$ cat src/sha256_message_hasher_core_macros.svh
// assertion macros used by the sha-256 hasher rtl controller
// expects i_clk and i_rst_n in the scope of each use
`ifndef SHA256_MESSAGE_HASHER_CORE_MACROS_SVH
`define SHA256_MESSAGE_HASHER_CORE_MACROS_SVH

// same-cycle implication, checked outside reset
`define SMH_ASSERT_IMPLIES(lbl, ante, cons, msg) \
    lbl: assert property (@(posedge i_clk) disable iff (!i_rst_n) (ante) |-> (cons)) \
        else $error(msg);

// next-cycle implication, checked outside reset
`define SMH_ASSERT_NEXT(lbl, ante, cons, msg) \
    lbl: assert property (@(posedge i_clk) disable iff (!i_rst_n) (ante) |=> (cons)) \
        else $error(msg);

`endif

$ cat src/sha256mh_pkg.sv
// shared types, constants and round functions of the sha-256 hasher
// no dependencies
package sha256mh_pkg;

    // source of the word pushed into the block window
    localparam logic [2:0] PUSH_IN     = 3'd0;
    localparam logic [2:0] PUSH_PAD80  = 3'd1;
    localparam logic [2:0] PUSH_ZERO   = 3'd2;
    localparam logic [2:0] PUSH_LEN_HI = 3'd3;
    localparam logic [2:0] PUSH_LEN_LO = 3'd4;

    localparam int unsigned ROUNDS = 64;

    localparam logic [31:0] HASH_IV [8] = '{
        32'h6a09e667, 32'hbb67ae85, 32'h3c6ef372, 32'ha54ff53a,
        32'h510e527f, 32'h9b05688c, 32'h1f83d9ab, 32'h5be0cd19
    };

    localparam logic [31:0] ROUND_K [ROUNDS] = '{
        32'h428a2f98, 32'h71374491, 32'hb5c0fbcf, 32'he9b5dba5,
        32'h3956c25b, 32'h59f111f1, 32'h923f82a4, 32'hab1c5ed5,
        32'hd807aa98, 32'h12835b01, 32'h243185be, 32'h550c7dc3,
        32'h72be5d74, 32'h80deb1fe, 32'h9bdc06a7, 32'hc19bf174,
        32'he49b69c1, 32'hefbe4786, 32'h0fc19dc6, 32'h240ca1cc,
        32'h2de92c6f, 32'h4a7484aa, 32'h5cb0a9dc, 32'h76f988da,
        32'h983e5152, 32'ha831c66d, 32'hb00327c8, 32'hbf597fc7,
        32'hc6e00bf3, 32'hd5a79147, 32'h06ca6351, 32'h14292967,
        32'h27b70a85, 32'h2e1b2138, 32'h4d2c6dfc, 32'h53380d13,
        32'h650a7354, 32'h766a0abb, 32'h81c2c92e, 32'h92722c85,
        32'ha2bfe8a1, 32'ha81a664b, 32'hc24b8b70, 32'hc76c51a3,
        32'hd192e819, 32'hd6990624, 32'hf40e3585, 32'h106aa070,
        32'h19a4c116, 32'h1e376c08, 32'h2748774c, 32'h34b0bcb5,
        32'h391c0cb3, 32'h4ed8aa4a, 32'h5b9cca4f, 32'h682e6ff3,
        32'h748f82ee, 32'h78a5636f, 32'h84c87814, 32'h8cc70208,
        32'h90befffa, 32'ha4506ceb, 32'hbef9a3f7, 32'hc67178f2
    };

    // commands from the controller to the datapath
    typedef struct packed {
        logic       take_input;
        logic       push;
        logic [2:0] push_sel;
        logic       load_vars;
        logic       round;
        logic [5:0] round_idx;
        logic       update;
        logic       digest;
    } t_dp_cmd;

    typedef struct packed {
        logic out_busy;
    } t_dp_status;

    function automatic logic [31:0] big_sigma0(input logic [31:0] x);
        return {x[1:0], x[31:2]} ^ {x[12:0], x[31:13]} ^ {x[21:0], x[31:22]};
    endfunction

    function automatic logic [31:0] big_sigma1(input logic [31:0] x);
        return {x[5:0], x[31:6]} ^ {x[10:0], x[31:11]} ^ {x[24:0], x[31:25]};
    endfunction

    function automatic logic [31:0] small_sigma0(input logic [31:0] x);
        return {x[6:0], x[31:7]} ^ {x[17:0], x[31:18]} ^ {3'b000, x[31:3]};
    endfunction

    function automatic logic [31:0] small_sigma1(input logic [31:0] x);
        return {x[16:0], x[31:17]} ^ {x[18:0], x[31:19]} ^ {10'd0, x[31:10]};
    endfunction

    // last word: keep the valid leading bytes, then the 0x80 pad byte; a full word is kept whole
    function automatic logic [31:0] fmt_last_word(input logic [31:0] w,
                                                  input logic [2:0]  nbytes);
        logic [31:0] r;
        case (nbytes)
            3'd0:    r = 32'h8000_0000;
            3'd1:    r = {w[31:24], 24'h80_0000};
            3'd2:    r = {w[31:16], 16'h8000};
            3'd3:    r = {w[31:8], 8'h80};
            default: r = w;
        endcase
        return r;
    endfunction

endpackage

$ cat src/sha256mh_if.sv
// valid/ready channel interfaces for message words and digest words
// no dependencies
interface sha256mh_in_if;
    logic        valid;
    logic        ready;
    logic [31:0] message_word;
    logic [2:0]  valid_bytes;
    logic        end_of_message;

    modport source (output valid, output message_word, output valid_bytes,
                    output end_of_message, input ready);
    modport sink   (input valid, input message_word, input valid_bytes,
                    input end_of_message, output ready);
endinterface

interface sha256mh_out_if;
    logic        valid;
    logic        ready;
    logic [31:0] digest_word;
    logic [2:0]  word_index;
    logic        final_word;

    modport source (output valid, output digest_word, output word_index,
                    output final_word, input ready);
    modport sink   (input valid, input digest_word, input word_index,
                    input final_word, output ready);
endinterface

$ cat src/sha256mh_ctrl.sv
// controller of the sha-256 hasher: input acceptance, padding sequence, rounds
// depends on sha256mh_pkg and sha256_message_hasher_core_macros.svh
`include "sha256_message_hasher_core_macros.svh"

module sha256mh_ctrl (
    input  logic                    i_clk,
    input  logic                    i_rst_n,
    input  logic                    i_in_valid,
    input  logic                    i_last,
    input  logic [2:0]              i_nbytes,
    output logic                    o_in_ready,
    output sha256mh_pkg::t_dp_cmd    o_cmd,
    input  sha256mh_pkg::t_dp_status i_status
);
    import sha256mh_pkg::*;

    localparam logic [2:0] S_IDLE   = 3'd0;
    localparam logic [2:0] S_PAD    = 3'd1;
    localparam logic [2:0] S_LEN_LO = 3'd2;
    localparam logic [2:0] S_ROUND  = 3'd3;
    localparam logic [2:0] S_UPDATE = 3'd4;
    localparam logic [2:0] S_DIGEST = 3'd5;

    logic [2:0] r_state, n_state;
    logic [2:0] r_ret, n_ret;
    logic [3:0] r_wib, n_wib;
    logic [5:0] r_rnd, n_rnd;
    logic       r_need80, n_need80;
    logic [2:0] push_next;
    logic       do_push;

    always_comb begin
        n_state   = r_state;
        n_ret     = r_ret;
        n_wib     = r_wib;
        n_rnd     = r_rnd;
        n_need80  = r_need80;
        o_cmd     = '0;
        push_next = r_state;
        do_push   = 1'b0;
        unique case (r_state)
            S_IDLE: begin
                if (i_in_valid) begin
                    o_cmd.take_input = 1'b1;
                    o_cmd.push       = 1'b1;
                    o_cmd.push_sel   = PUSH_IN;
                    do_push          = 1'b1;
                    if (i_last) begin
                        push_next = S_PAD;
                        n_need80  = (i_nbytes >= 3'd4);
                    end else begin
                        push_next = S_IDLE;
                    end
                end
            end
            S_PAD: begin
                o_cmd.push = 1'b1;
                do_push    = 1'b1;
                push_next  = S_PAD;
                if (r_need80) begin
                    o_cmd.push_sel = PUSH_PAD80;
                    n_need80       = 1'b0;
                end else if (r_wib == 4'd14) begin
                    o_cmd.push_sel = PUSH_LEN_HI;
                    push_next      = S_LEN_LO;
                end else begin
                    o_cmd.push_sel = PUSH_ZERO;
                end
            end
            S_LEN_LO: begin
                o_cmd.push     = 1'b1;
                o_cmd.push_sel = PUSH_LEN_LO;
                do_push        = 1'b1;
                push_next      = S_DIGEST;
            end
            S_ROUND: begin
                o_cmd.round     = 1'b1;
                o_cmd.round_idx = r_rnd;
                n_rnd           = 6'(r_rnd + 6'd1);
                if (r_rnd == 6'(ROUNDS - 1)) begin
                    n_state = S_UPDATE;
                end
            end
            S_UPDATE: begin
                o_cmd.update = 1'b1;
                n_state      = r_ret;
            end
            S_DIGEST: begin
                if (!i_status.out_busy) begin
                    o_cmd.digest = 1'b1;
                    n_state      = S_IDLE;
                end
            end
            default: begin
                n_state = S_IDLE;
            end
        endcase
        // the sixteenth word of a block starts the compression
        if (do_push) begin
            if (r_wib == 4'd15) begin
                n_wib           = '0;
                n_rnd           = '0;
                n_ret           = push_next;
                o_cmd.load_vars = 1'b1;
                n_state         = S_ROUND;
            end else begin
                n_wib   = 4'(r_wib + 4'd1);
                n_state = push_next;
            end
        end
    end

    always_ff @(posedge i_clk) begin
        if (!i_rst_n) begin
            r_state  <= S_IDLE;
            r_ret    <= S_IDLE;
            r_wib    <= '0;
            r_rnd    <= '0;
            r_need80 <= 1'b0;
        end else begin
            r_state  <= n_state;
            r_ret    <= n_ret;
            r_wib    <= n_wib;
            r_rnd    <= n_rnd;
            r_need80 <= n_need80;
        end
    end

    assign o_in_ready = (r_state == S_IDLE);

    `SMH_ASSERT_NEXT(a_round_end, (r_state == S_ROUND) && (r_rnd == 6'd63), r_state == S_UPDATE, "rounds did not end in update")
    `SMH_ASSERT_IMPLIES(a_round_block_empty, r_state == S_ROUND, r_wib == 4'd0, "block count not cleared during rounds")
    `SMH_ASSERT_IMPLIES(a_load_on_full, o_cmd.load_vars, o_cmd.push && (r_wib == 4'd15), "compression started on a partial block")
    `SMH_ASSERT_IMPLIES(a_digest_out_free, o_cmd.digest, !i_status.out_busy, "digest copied over an undrained digest")
    `SMH_ASSERT_NEXT(a_last_leaves_idle, i_in_valid && o_in_ready && i_last, r_state != S_IDLE, "last word did not start padding")

endmodule

$ cat src/sha256mh_dp.sv
// datapath of the sha-256 hasher: block window, round logic, chaining hash,
// bit count and digest output register; depends on sha256mh_pkg, sha256mh_if
module sha256mh_dp (
    input  logic                     i_clk,
    input  logic                     i_rst_n,
    input  sha256mh_pkg::t_dp_cmd     i_cmd,
    output sha256mh_pkg::t_dp_status  o_status,
    input  logic [31:0]              i_word,
    input  logic [2:0]               i_nbytes,
    input  logic                     i_last,
    sha256mh_out_if.source           o_dig
);
    import sha256mh_pkg::*;

    logic [31:0] r_w [16];
    logic [31:0] r_v [8];
    logic [31:0] r_h [8];
    logic [63:0] r_bits;
    logic [31:0] r_out [8];
    logic [2:0]  r_out_idx;
    logic        r_out_valid;

    logic [31:0] push_word;
    logic [31:0] sched_word;
    logic [31:0] shift_in;
    logic [31:0] t1, t2;
    logic [5:0]  byte_bits;
    logic [2:0]  nbytes_sat;
    logic        out_take;

    always_comb begin
        case (i_cmd.push_sel)
            PUSH_IN:     push_word = i_last ? fmt_last_word(i_word, i_nbytes) : i_word;
            PUSH_PAD80:  push_word = 32'h8000_0000;
            PUSH_LEN_HI: push_word = r_bits[63:32];
            PUSH_LEN_LO: push_word = r_bits[31:0];
            default:     push_word = '0;
        endcase
    end

    // message schedule: the window holds w[t] .. w[t+15]
    assign sched_word = small_sigma1(r_w[14]) + r_w[9] + small_sigma0(r_w[1]) + r_w[0];
    assign shift_in   = i_cmd.round ? sched_word : push_word;

    assign t1 = r_v[7] + big_sigma1(r_v[4]) + ((r_v[4] & r_v[5]) ^ (~r_v[4] & r_v[6]))
              + ROUND_K[i_cmd.round_idx] + r_w[0];
    assign t2 = big_sigma0(r_v[0])
              + ((r_v[0] & r_v[1]) ^ (r_v[0] & r_v[2]) ^ (r_v[1] & r_v[2]));

    assign nbytes_sat = (i_nbytes > 3'd4) ? 3'd4 : i_nbytes;
    assign byte_bits  = i_last ? {nbytes_sat, 3'b000} : 6'd32;

    always_ff @(posedge i_clk) begin
        if (i_cmd.push || i_cmd.round) begin
            for (int i = 0; i < 15; i++) begin
                r_w[i] <= r_w[i + 1];
            end
            r_w[15] <= shift_in;
        end
        if (i_cmd.load_vars) begin
            r_v <= r_h;
        end else if (i_cmd.round) begin
            r_v[7] <= r_v[6];
            r_v[6] <= r_v[5];
            r_v[5] <= r_v[4];
            r_v[4] <= r_v[3] + t1;
            r_v[3] <= r_v[2];
            r_v[2] <= r_v[1];
            r_v[1] <= r_v[0];
            r_v[0] <= t1 + t2;
        end
    end

    always_ff @(posedge i_clk) begin
        if (!i_rst_n) begin
            r_h    <= HASH_IV;
            r_bits <= '0;
        end else if (i_cmd.digest) begin
            r_h    <= HASH_IV;
            r_bits <= '0;
        end else begin
            if (i_cmd.update) begin
                for (int i = 0; i < 8; i++) begin
                    r_h[i] <= r_h[i] + r_v[i];
                end
            end
            if (i_cmd.take_input) begin
                r_bits <= r_bits + 64'(byte_bits);
            end
        end
    end

    // digest output register, drained one word per transaction
    assign out_take = r_out_valid && o_dig.ready;

    always_ff @(posedge i_clk) begin
        if (i_cmd.digest) begin
            r_out <= r_h;
        end else if (out_take) begin
            for (int i = 0; i < 7; i++) begin
                r_out[i] <= r_out[i + 1];
            end
            r_out[7] <= r_out[7];
        end
    end

    always_ff @(posedge i_clk) begin
        if (!i_rst_n) begin
            r_out_valid <= 1'b0;
            r_out_idx   <= '0;
        end else if (i_cmd.digest) begin
            r_out_valid <= 1'b1;
            r_out_idx   <= '0;
        end else if (out_take) begin
            r_out_idx <= 3'(r_out_idx + 3'd1);
            if (r_out_idx == 3'd7) begin
                r_out_valid <= 1'b0;
            end
        end
    end

    assign o_dig.valid       = r_out_valid;
    assign o_dig.digest_word = r_out[0];
    assign o_dig.word_index  = r_out_idx;
    assign o_dig.final_word  = (r_out_idx == 3'd7);
    assign o_status.out_busy = r_out_valid;

endmodule

$ cat src/sha256_message_hasher_core.sv
// top level of the sha-256 message hasher
// depends on sha256mh_pkg, sha256mh_if, sha256mh_ctrl, sha256mh_dp
//
//   channel  | dir | payload                                   | transaction
//   ---------+-----+-------------------------------------------+-------------------------
//   i_msg    | in  | message_word, valid_bytes, end_of_message | one big-endian word
//   o_dig    | out | digest_word, word_index, final_word       | one of eight digest words
//
// a word is taken on each valid/ready handshake; every sixteenth word fills a block
// and is followed by the compression rounds and the chaining update, all run on
// the single shared round unit
// the last word adds padding pushes (one per cycle, paused during rounds, up to 18)
// and one or two compressions before the digest is copied to the output register
// reset is synchronous; the chaining hash returns to the initial value at once
// the output register drains one word per o_dig transaction; a new digest waits only
// while the previous one is still draining; input is held off during rounds, padding and digest handoff
module sha256_message_hasher_core (
    input  logic          i_clk,
    input  logic          i_rst_n,
    sha256mh_in_if.sink   i_msg,
    sha256mh_out_if.source o_dig
);
    import sha256mh_pkg::*;

    t_dp_cmd    cmd;
    t_dp_status status;
    logic       in_ready;

    // controller: sequencing of input, padding, rounds and digest handoff
    sha256mh_ctrl u_ctrl (
        .i_clk      (i_clk),
        .i_rst_n    (i_rst_n),
        .i_in_valid (i_msg.valid),
        .i_last     (i_msg.end_of_message),
        .i_nbytes   (i_msg.valid_bytes),
        .o_in_ready (in_ready),
        .o_cmd      (cmd),
        .i_status   (status)
    );

    assign i_msg.ready = in_ready;

    // datapath: block window, working variables, hash state, digest output
    sha256mh_dp u_dp (
        .i_clk    (i_clk),
        .i_rst_n  (i_rst_n),
        .i_cmd    (cmd),
        .o_status (status),
        .i_word   (i_msg.message_word),
        .i_nbytes (i_msg.valid_bytes),
        .i_last   (i_msg.end_of_message),
        .o_dig    (o_dig)
    );

endmodule

$ cat src/flat_wrapper.sv
// flat-port wrapper written by rule: the top's interface ports become plain ports
module sha256_message_hasher_core_flat import sha256mh_pkg::*;
  (i_clk, i_rst_n, i_msg_valid, i_msg_message_word, i_msg_valid_bytes, i_msg_end_of_message, i_msg_ready, o_dig_valid, o_dig_digest_word, o_dig_word_index, o_dig_final_word, o_dig_ready);
  sha256mh_in_if i_msg_i ();
  sha256mh_out_if o_dig_i ();
  input  logic i_clk;
  input  logic i_rst_n;
  input wire logic [$bits(i_msg_i.valid)-1:0] i_msg_valid;
  input wire logic [$bits(i_msg_i.message_word)-1:0] i_msg_message_word;
  input wire logic [$bits(i_msg_i.valid_bytes)-1:0] i_msg_valid_bytes;
  input wire logic [$bits(i_msg_i.end_of_message)-1:0] i_msg_end_of_message;
  output wire logic [$bits(i_msg_i.ready)-1:0] i_msg_ready;
  output wire logic [$bits(o_dig_i.valid)-1:0] o_dig_valid;
  output wire logic [$bits(o_dig_i.digest_word)-1:0] o_dig_digest_word;
  output wire logic [$bits(o_dig_i.word_index)-1:0] o_dig_word_index;
  output wire logic [$bits(o_dig_i.final_word)-1:0] o_dig_final_word;
  input wire logic [$bits(o_dig_i.ready)-1:0] o_dig_ready;
  assign i_msg_i.valid = i_msg_valid;
  assign i_msg_i.message_word = i_msg_message_word;
  assign i_msg_i.valid_bytes = i_msg_valid_bytes;
  assign i_msg_i.end_of_message = i_msg_end_of_message;
  assign i_msg_ready = i_msg_i.ready;
  assign o_dig_valid = o_dig_i.valid;
  assign o_dig_digest_word = o_dig_i.digest_word;
  assign o_dig_word_index = o_dig_i.word_index;
  assign o_dig_final_word = o_dig_i.final_word;
  assign o_dig_i.ready = o_dig_ready;
  sha256_message_hasher_core u_core (.i_clk(i_clk), .i_rst_n(i_rst_n), .i_msg(i_msg_i), .o_dig(o_dig_i));
endmodule
$ cat config.mk
export PLATFORM = sky130hd
export DESIGN_NAME = sha256_message_hasher_core_flat
export DESIGN_NICKNAME = d
export VERILOG_FILES = /design/src/sha256mh_pkg.sv /design/src/sha256mh_if.sv /design/src/sha256mh_ctrl.sv /design/src/sha256mh_dp.sv /design/src/sha256_message_hasher_core.sv /design/src/flat_wrapper.sv
export VERILOG_INCLUDE_DIRS = /design/src /design/src/src
export SDC_FILE = /design/constraint.sdc
export NUM_CORES = 2
export LEC_CHECK = 0
export BUFFER_PORTS_ARGS = -buffer_cell sky130_fd_sc_hd__buf_2
export CAP_MARGIN = 15
export CELL_PAD_IN_SITES_DETAIL_PLACEMENT = 1
export CELL_PAD_IN_SITES_GLOBAL_PLACEMENT = 2
export CORE_MARGIN = 5
export CORE_UTILIZATION = 34
export DETAILED_ROUTE_END_ITERATION = 8
export PLACE_DENSITY = 0.64
export SETUP_SLACK_MARGIN = 0.05
export SLEW_MARGIN = 30
export SYNTH_ARGS = -nofsm -noshare
export SYNTH_HDL_FRONTEND = slang
export SYNTH_SLANG_ARGS = --single-unit
$ cat constraint.sdc
create_clock -name i_clk -period 30.2 [get_ports i_clk]
set_input_delay 4.53 -clock i_clk [delete_from_list [all_inputs] [get_ports i_clk]]
set_output_delay 4.53 -clock i_clk [all_outputs]
set_load 0.05 [all_outputs]
### Word-level counts from Yosys, hierarchy flattened

Memory sizes are Yosys's and may differ from the RTL's.
Index checks and enable logic that the tools add are counted.

| operators by class | value |
|---|---|
| shift operators | 0 |
| reduce and logical (&&, ||, !) cells | 16 |
| divide/modulo/power cells | 0 |
| bitwise gates (word level) | 19 |
| $lt $le $gt $ge | 3 |
| mux-type cells | 47 |
| eq/ne operators | 20 |
| add/sub/neg operators | 22 |
| multiply operators | 0 |

Operators by type and width:

| kind | count |
|---|---|
| 256-bit two-way mux | 4 |
| 32-bit adder | 18 |
| 32-bit bitwise XOR | 9 |
| 32-bit one-hot mux with 4 select lines | 2 |
| 32-bit AND | 5 |
| 32-bit two-way mux | 4 |
| 64-bit by 6-bit adder with 64-bit output | 1 |
| 32-bit NOT | 1 |
| 32-bit by 22-bit bitwise XOR with 32-bit output | 1 |
| 32-bit by 29-bit bitwise XOR with 32-bit output | 1 |
| 6-bit two-way mux | 4 |
| 3-bit two-way mux | 7 |
| 1-bit two-way mux | 16 |
| 3-bit by 2-bit equality test with 1-bit output (second input constant) | 5 |
| 3-bit equality test (second input constant) | 4 |
| 3-bit one-hot mux with 4 select lines | 1 |
| 4-bit one-hot mux with 3 select lines | 1 |
| 3-bit by 1-bit equality test with 1-bit output (second input constant) | 3 |
| 3-bit zero test | 3 |
| 3-bit one-hot mux with 3 select lines | 1 |
| 4-bit equality test (second input constant) | 2 |
| 2-bit nonzero test | 4 |
| 7-bit greater-or-equal comparator (second input constant) | 1 |
| 7-bit two-way mux | 1 |
| other kinds (21) | 28 |

| storage, ports and cells | value |
|---|---|
| memory bits (read-only) | 2048 |
| logic and storage cells | 161 |
| flip-flop bits (word level) | 853 |
| output and inout port bits | 38 |
| bits in latches | 0 |
| input bits | 40 |
| memories kept | 2 |
| bits in writable memories | 512 |

Memory list:

| memory | depth | bits a word | read ports | clocked after memory_dff | wr ports | RTL line | source |
|---|---|---|---|---|---|---|---|
| (no name shown) | 64 | 32 | 1 | 0 | 0 | sha256mh_dp.sv:46 | `+ ROUND_K[i_cmd.round_idx] + r_w[0];` |
| u_core.u_dp.r_w | 16 | 32 | 16 | 0 | 16 | sha256mh_dp.sv:15 | `logic [31:0] r_w [16];` |

### Longest topological paths before layout

| logic depth | value |
|---|---|
| depth in word-level cells | 11 |
| mapped depth | 46 |
| depth with buffers taken out | 44 |

### Cells and area by module

A second synthesis with hierarchy kept.

| second synthesis, totals | value |
|---|---|
| cell total of the unflattened synthesis | 6868 |
| area, all modules | 77581.9 um^2 |

By module, submodules not included:

| module | sequential area each (um^2) | area each (um^2) | times used | cells an instance |
|---|---|---|---|---|
| sha256mh_dp | 37175.7 | 76557.2 | 1 | 6743 |
| sha256mh_ctrl | 340.3 | 1024.7 | 1 | 125 |

### Least setup slack after synthesis

OpenSTA, ideal clock, no wires.

| timing path | value |
|---|---|
| path kind | input port to flip-flop |
| start | in i_msg_valid |
| end | mem u_core.u_dp.r_w[0][0], enable pin |
| buffers on the path | 0 |
| setup time | 1398 ps |
| stages on the path | 2 |
| data arrival time | 25775 ps |
| data required time | 28802 ps |
| setup slack | 3027 ps |
| cell sequence | nor3_1 > nor2_1 |

RTL lines:

| item | RTL line | source |
|---|---|---|
| start: declaration | flat_wrapper.sv:8 | `input wire logic [$bits(i_msg_i.valid)-1:0] i_msg_valid;` |
| end: declaration | sha256mh_dp.sv:15 |  |

### Final worst setup path

| timing path | value |
|---|---|
| start | reg u_core.u_ctrl.r_state[2] |
| end | reg u_core.u_dp.r_v[254] (netlist name) (data pin) |

| between the ends | value |
|---|---|
| cells in the longest elaborated chain, start to end | 11 |
| elaborated cells between the ends (all ways) | 17 |
| those cells by class | add/sub: 3; eq/ne: 3; mux: 7; bitwise: 1; reduce/logical: 2; memory: 1 |

RTL lines:

| item | RTL line | source |
|---|---|---|
| start: declaration | sha256mh_ctrl.sv:24 | `logic [2:0] r_state, n_state;` |
| start signal: assignment | sha256mh_ctrl.sv:121 | `r_state <= n_state;` |
| 3-bit by 2-bit equality test with 1-bit output | sha256mh_ctrl.sv:41 | `unique case (r_state)` |
| 7-bit two-way mux | sha256mh_ctrl.sv:41 |  |
| 6-bit NOT with 7-bit output (not written as such) | sha256mh_dp.sv:46 |  |
| memory read 64 x 32 bit | n/a |  |
| 32-bit two-way mux (not written as such) (2 in series) | sha256mh_dp.sv:46 |  |
| 32-bit adder (2 in series) | sha256mh_dp.sv:46 |  |
| 32-bit adder | sha256mh_dp.sv:70 | `r_v[0] <= t1 + t2;` |
| 256-bit two-way mux | sha256mh_dp.sv:62 | `end else if (i_cmd.round) begin` |
| 256-bit two-way mux * | sha256mh_dp.sv:60 | `if (i_cmd.load_vars) begin` |
| end signal: assignment | sha256mh_dp.sv:61 | `r_v <= r_h;` |
| end: declaration | sha256mh_dp.sv:16 | `logic [31:0] r_v [8];` |

Every way passes the cells marked *; elsewhere a longest branch is shown, timed or not. The select of a mux whose other input is x is not followed.
A chain may end at the register's enable or synchronous reset.

==> out/qor.yml <==
routing:
  antenna_left: 0
  via_count: 58100
  avgRoutedWirePerCell_microns: 26.1
  viasPerCell: 5.33
  route.detailed.drc: 0
  firstDrtPassIters: 6
  drt_iter0_markers: 4249
  routed_wl_microns: 285000
timing:
  min_period_ps: 11500
  rsz0062_at_grt: "false"
  slew_headroom: 0.309
  final.period_utilization: 0.381
  slew_viol_final: 0
  finalSetupViolCount: 0
  setup_tns_ps: 0
  max_freq_ghz: 0.0869
  worstMarginPinSlew_ps: 1030
  whs_ps: 387
  finalHoldViolCount: 0
  fin_skew_ps: 82.4
yosys:
  synth.area.top_cells: "edfxtp_1 (40%), dfxtp_1 (8.7%), nand2_1 (8.7%), ha_1 (6.4%), fa_1 (5.1%)"
  yosys_warnings: 0
  syn_nets: 8434
  syn_inst: 7801
  synth.largest_area_cell: "edfxtp_1"
  syn-cell-area_sq_mm: 0.0774
  synth-seq-area-share: 0.485
  synthDistinctLibCells: 93
  synth.avg_cell_area_sq_um: 9.92
  ys_ff_latch: 1362
  async_flop_share: 0
  synthFlopType: "edfxtp_1"
  yosys.area.top_type_share: 0.397
  synth_edf_count: 1024
place:
  dp.cells: 10600
  place_hpwl_microns: 208000
  gp_congestion: 0.880
  numPortBuffers: 77
cells_and_area:
  layout.cells.non_filler: 10900
  multiInputGateArea_sq_mm: 0.0371
  drive_above_1_share: 0.0639
  nets: 8391
  fillers: 25400
  post-route-util: 0.382
  seqCellArea_sq_mm: 0.0375
  area_growth_pct: 12.1
critical_path:
  critPathMaxFanout: 28
  crit_slowest_cell: "dfxtp_1"
  path_common_cell: "inv_1"
  critical_path_class: "flip-flop to flip-flop"
  critical_path.startpoint_type: "flip-flop"
  cp_data_arrival_time_ps: 12060
  cp.required_ps: 30760
  cp-end-kind: "flip-flop"
  worst_path_largest_cell_delay_ps: 770
grt:
  grt_max_degree: 154
  grtUsageMet2: 0.400
  antenna_found_initial: 7
  gr-usage-met3: 0.0248
  top_usage_layer: "met2"
  grt_use_met1: 0.323
  gr-total-overflow: 0
  grt.total_usage: 0.236
  grt_pass1_wl_microns: 416000
  grt_pass1_vias: 59500
clock_tree:
  cts_hold_buf: 0
  insertion_delay_ps: 870
  root_buffer: "clkbuf_16"
  numCtsBuffers: 165
  clk_pin_slew_worst_paths_ps: 70
  cts_tree: "done"
  cts_max_level: 4
  cts.sinks: 1362
  cts_buffer_depth: 3
  post_cts_buffers: 0
  cts-resized-gates: 0
flow_run:
  drv_cap: 0
pwr:
  ir_drop_mv: 0.0662
  leakagePower_nw: 34.5
  p_per_area_mw_per_mm2: 67.3
floorplan:
  die_x_microns: 487
  die-area_sq_mm: 0.237
  ios: 78
  core-area_sq_mm: 0.227
  rows: 175
  start_util: 0.341
  die_h_microns: 487
hold_path:
  hold_class: "flip-flop to flip-flop"
status:
  status: "finished clean"
[final cells by class]
class / instances / share of cell area
diodes: 4 / 0.000115
clock inverters: 97 / 0.0145
repair buffers: 180 / 0.0146
multi-input cells: 5704 / 0.428
well taps: 3009 / 0.0434
inverters: 345 / 0.0150
flip-flops and latches: 1362 / 0.433
clock buffers: 214 / 0.0518
[cells in the mapped netlist, types with 10 or more instances]
| cell type | instances |
|---|---|
| and2_1 | 56 |
| o221ai_1 | 13 |
| edfxtp_1 | 1024 |
| nor4_1 | 10 |
| o21a_1 | 46 |
| a21o_1 | 180 |
| a211oi_1 | 56 |
| a22oi_1 | 10 |
| a211o_1 | 18 |
| a21boi_0 | 10 |
| o211ai_1 | 96 |
| nor3b_1 | 12 |
| o2111ai_1 | 10 |
| and3_1 | 60 |
| nand2_1 | 1784 |
| xnor2_1 | 399 |
| clkbuf_1 | 334 |
| buf_1 | 21 |
| o21bai_1 | 38 |
| a21oi_1 | 510 |
| nor3_1 | 90 |
| nand3_1 | 121 |
| ha_1 | 397 |
| o31ai_1 | 23 |
| o21ai_0 | 372 |
| mux2_2 | 14 |
| a311oi_1 | 13 |
| a222oi_1 | 26 |
| o21ai_1 | 43 |
| and4_1 | 13 |
| dfxtp_1 | 338 |
| mux2i_1 | 23 |
| fa_1 | 196 |
| nand4_1 | 31 |
| or3_1 | 35 |
| buf_4 | 32 |
| nor2b_1 | 56 |
| o311ai_0 | 15 |
| o22ai_1 | 41 |
| nand2b_1 | 71 |
| inv_1 | 342 |
| a31oi_1 | 63 |
| nor2_1 | 399 |
| nand3b_1 | 12 |
| xor2_1 | 222 |
[logic make-up (layout without fill, tap and decap cells)]
family / Yosys count / in the layout / share of synthesized area
simple gates: 2777 / 2777 / 0.152
fa+ha+maj: 596 / 596 / 0.115
flops: 1362 / 1362 / 0.485
buf+inv: 735 / 836 / 0.0373
xor+xnor: 621 / 621 / 0.0703
other cells: 0 / 4 / 0
mux: 38 / 38 / 0.00530
compound gates: 1672 / 1672 / 0.135
[worst max-delay path, delay by kind of cell (launching register included)]
kind | cells | cell delay [ps]
compound gates | 16 | 4200
flops | 1 | 770
fa+ha+maj | 6 | 2730
simple gates | 7 | 1800
xor+xnor | 2 | 480
buf+inv | 8 | 1180
[stage by stage]
| stage | power (mW) | cell area, sq um | setup slack [ps] |
|---|---|---|---|
| after floorplan | 3.26 | 77400 | 3030 |
| after global placement | 3.74 | 80800 | 18970 |
| after detailed placement | 3.76 | 80900 | 18780 |
| after CTS | 5.89 | 86600 | 18730 |
| after global routing | 6.12 | 86700 | 18120 |
| final | 5.84 | 86700 | 18700 |
[placed cells by master, fill, tap and decap left out, types with 55 or more instances in the layout]
master / instances
nand2_1: 1780
edfxtp_1: 1024
a21oi_1: 509
xnor2_1: 398
ha_1: 397
nor2_1: 396
o21ai_0: 370
inv_1: 341
dfxtp_1: 336
xor2_1: 221
fa_1: 196
a21o_1: 180
clkbuf_16: 165
nand3_1: 121
o211ai_1: 96
buf_4: 92
nor3_1: 88
buf_2: 77
nand2b_1: 71
a31oi_1: 63
and3_1: 60
nor2b_1: 56
a211oi_1: 56
and2_1: 55
[power breakdown]
group	internal (mW)	switching (mW)
sequential	2.15	0.0682
combinational	0.569	0.965
clock	1.21	0.883
total	3.92	1.92
[sequential cells by signal (all words and copies together), names as in the netlist]
name,flops
u_core.u_ctrl.r_need80,1
u_core.u_ctrl.r_ret,3
u_core.u_ctrl.r_rnd,6
u_core.u_ctrl.r_state,3
u_core.u_ctrl.r_wib,4
u_core.u_dp.o_dig.digest_word,32
u_core.u_dp.o_dig.valid,1
u_core.u_dp.o_dig.word_index,3
u_core.u_dp.r_bits,61
u_core.u_dp.r_h,256
u_core.u_dp.r_out,224
u_core.u_dp.r_v,256
u_core.u_dp.r_w,512
[metal layers]
metal / vias to the layer above / routed length, microns / share of wire
li1: 27200 / - / -
met3: 292 / 9650 / 0.034
met1: 29600 / 131000 / 0.46
met5: - / 0 / 0
met2: 1110 / 138000 / 0.48
met4: 0 / 6960 / 0.024
[path summary, 6_finish.rpt]
| check | startpoint | endpoint | slack (ps) | cells past startpoint |
|---|---|---|---|---|
| setup / recovery | u_core.u_ctrl.r_state[2] | u_core.u_dp.r_v[254] | 18700 | 39 |
| hold reg to reg | u_core.u_dp.r_w[1][146] | u_core.u_dp.r_w[1][114] | 390 | 0 |
| hold / removal | u_core.u_dp.r_w[1][146] | u_core.u_dp.r_w[1][114] | 390 | 0 |
| setup reg to reg | u_core.u_ctrl.r_state[2] | u_core.u_dp.r_v[254] | 18700 | 39 |
(Power assumes the default switching activity.)
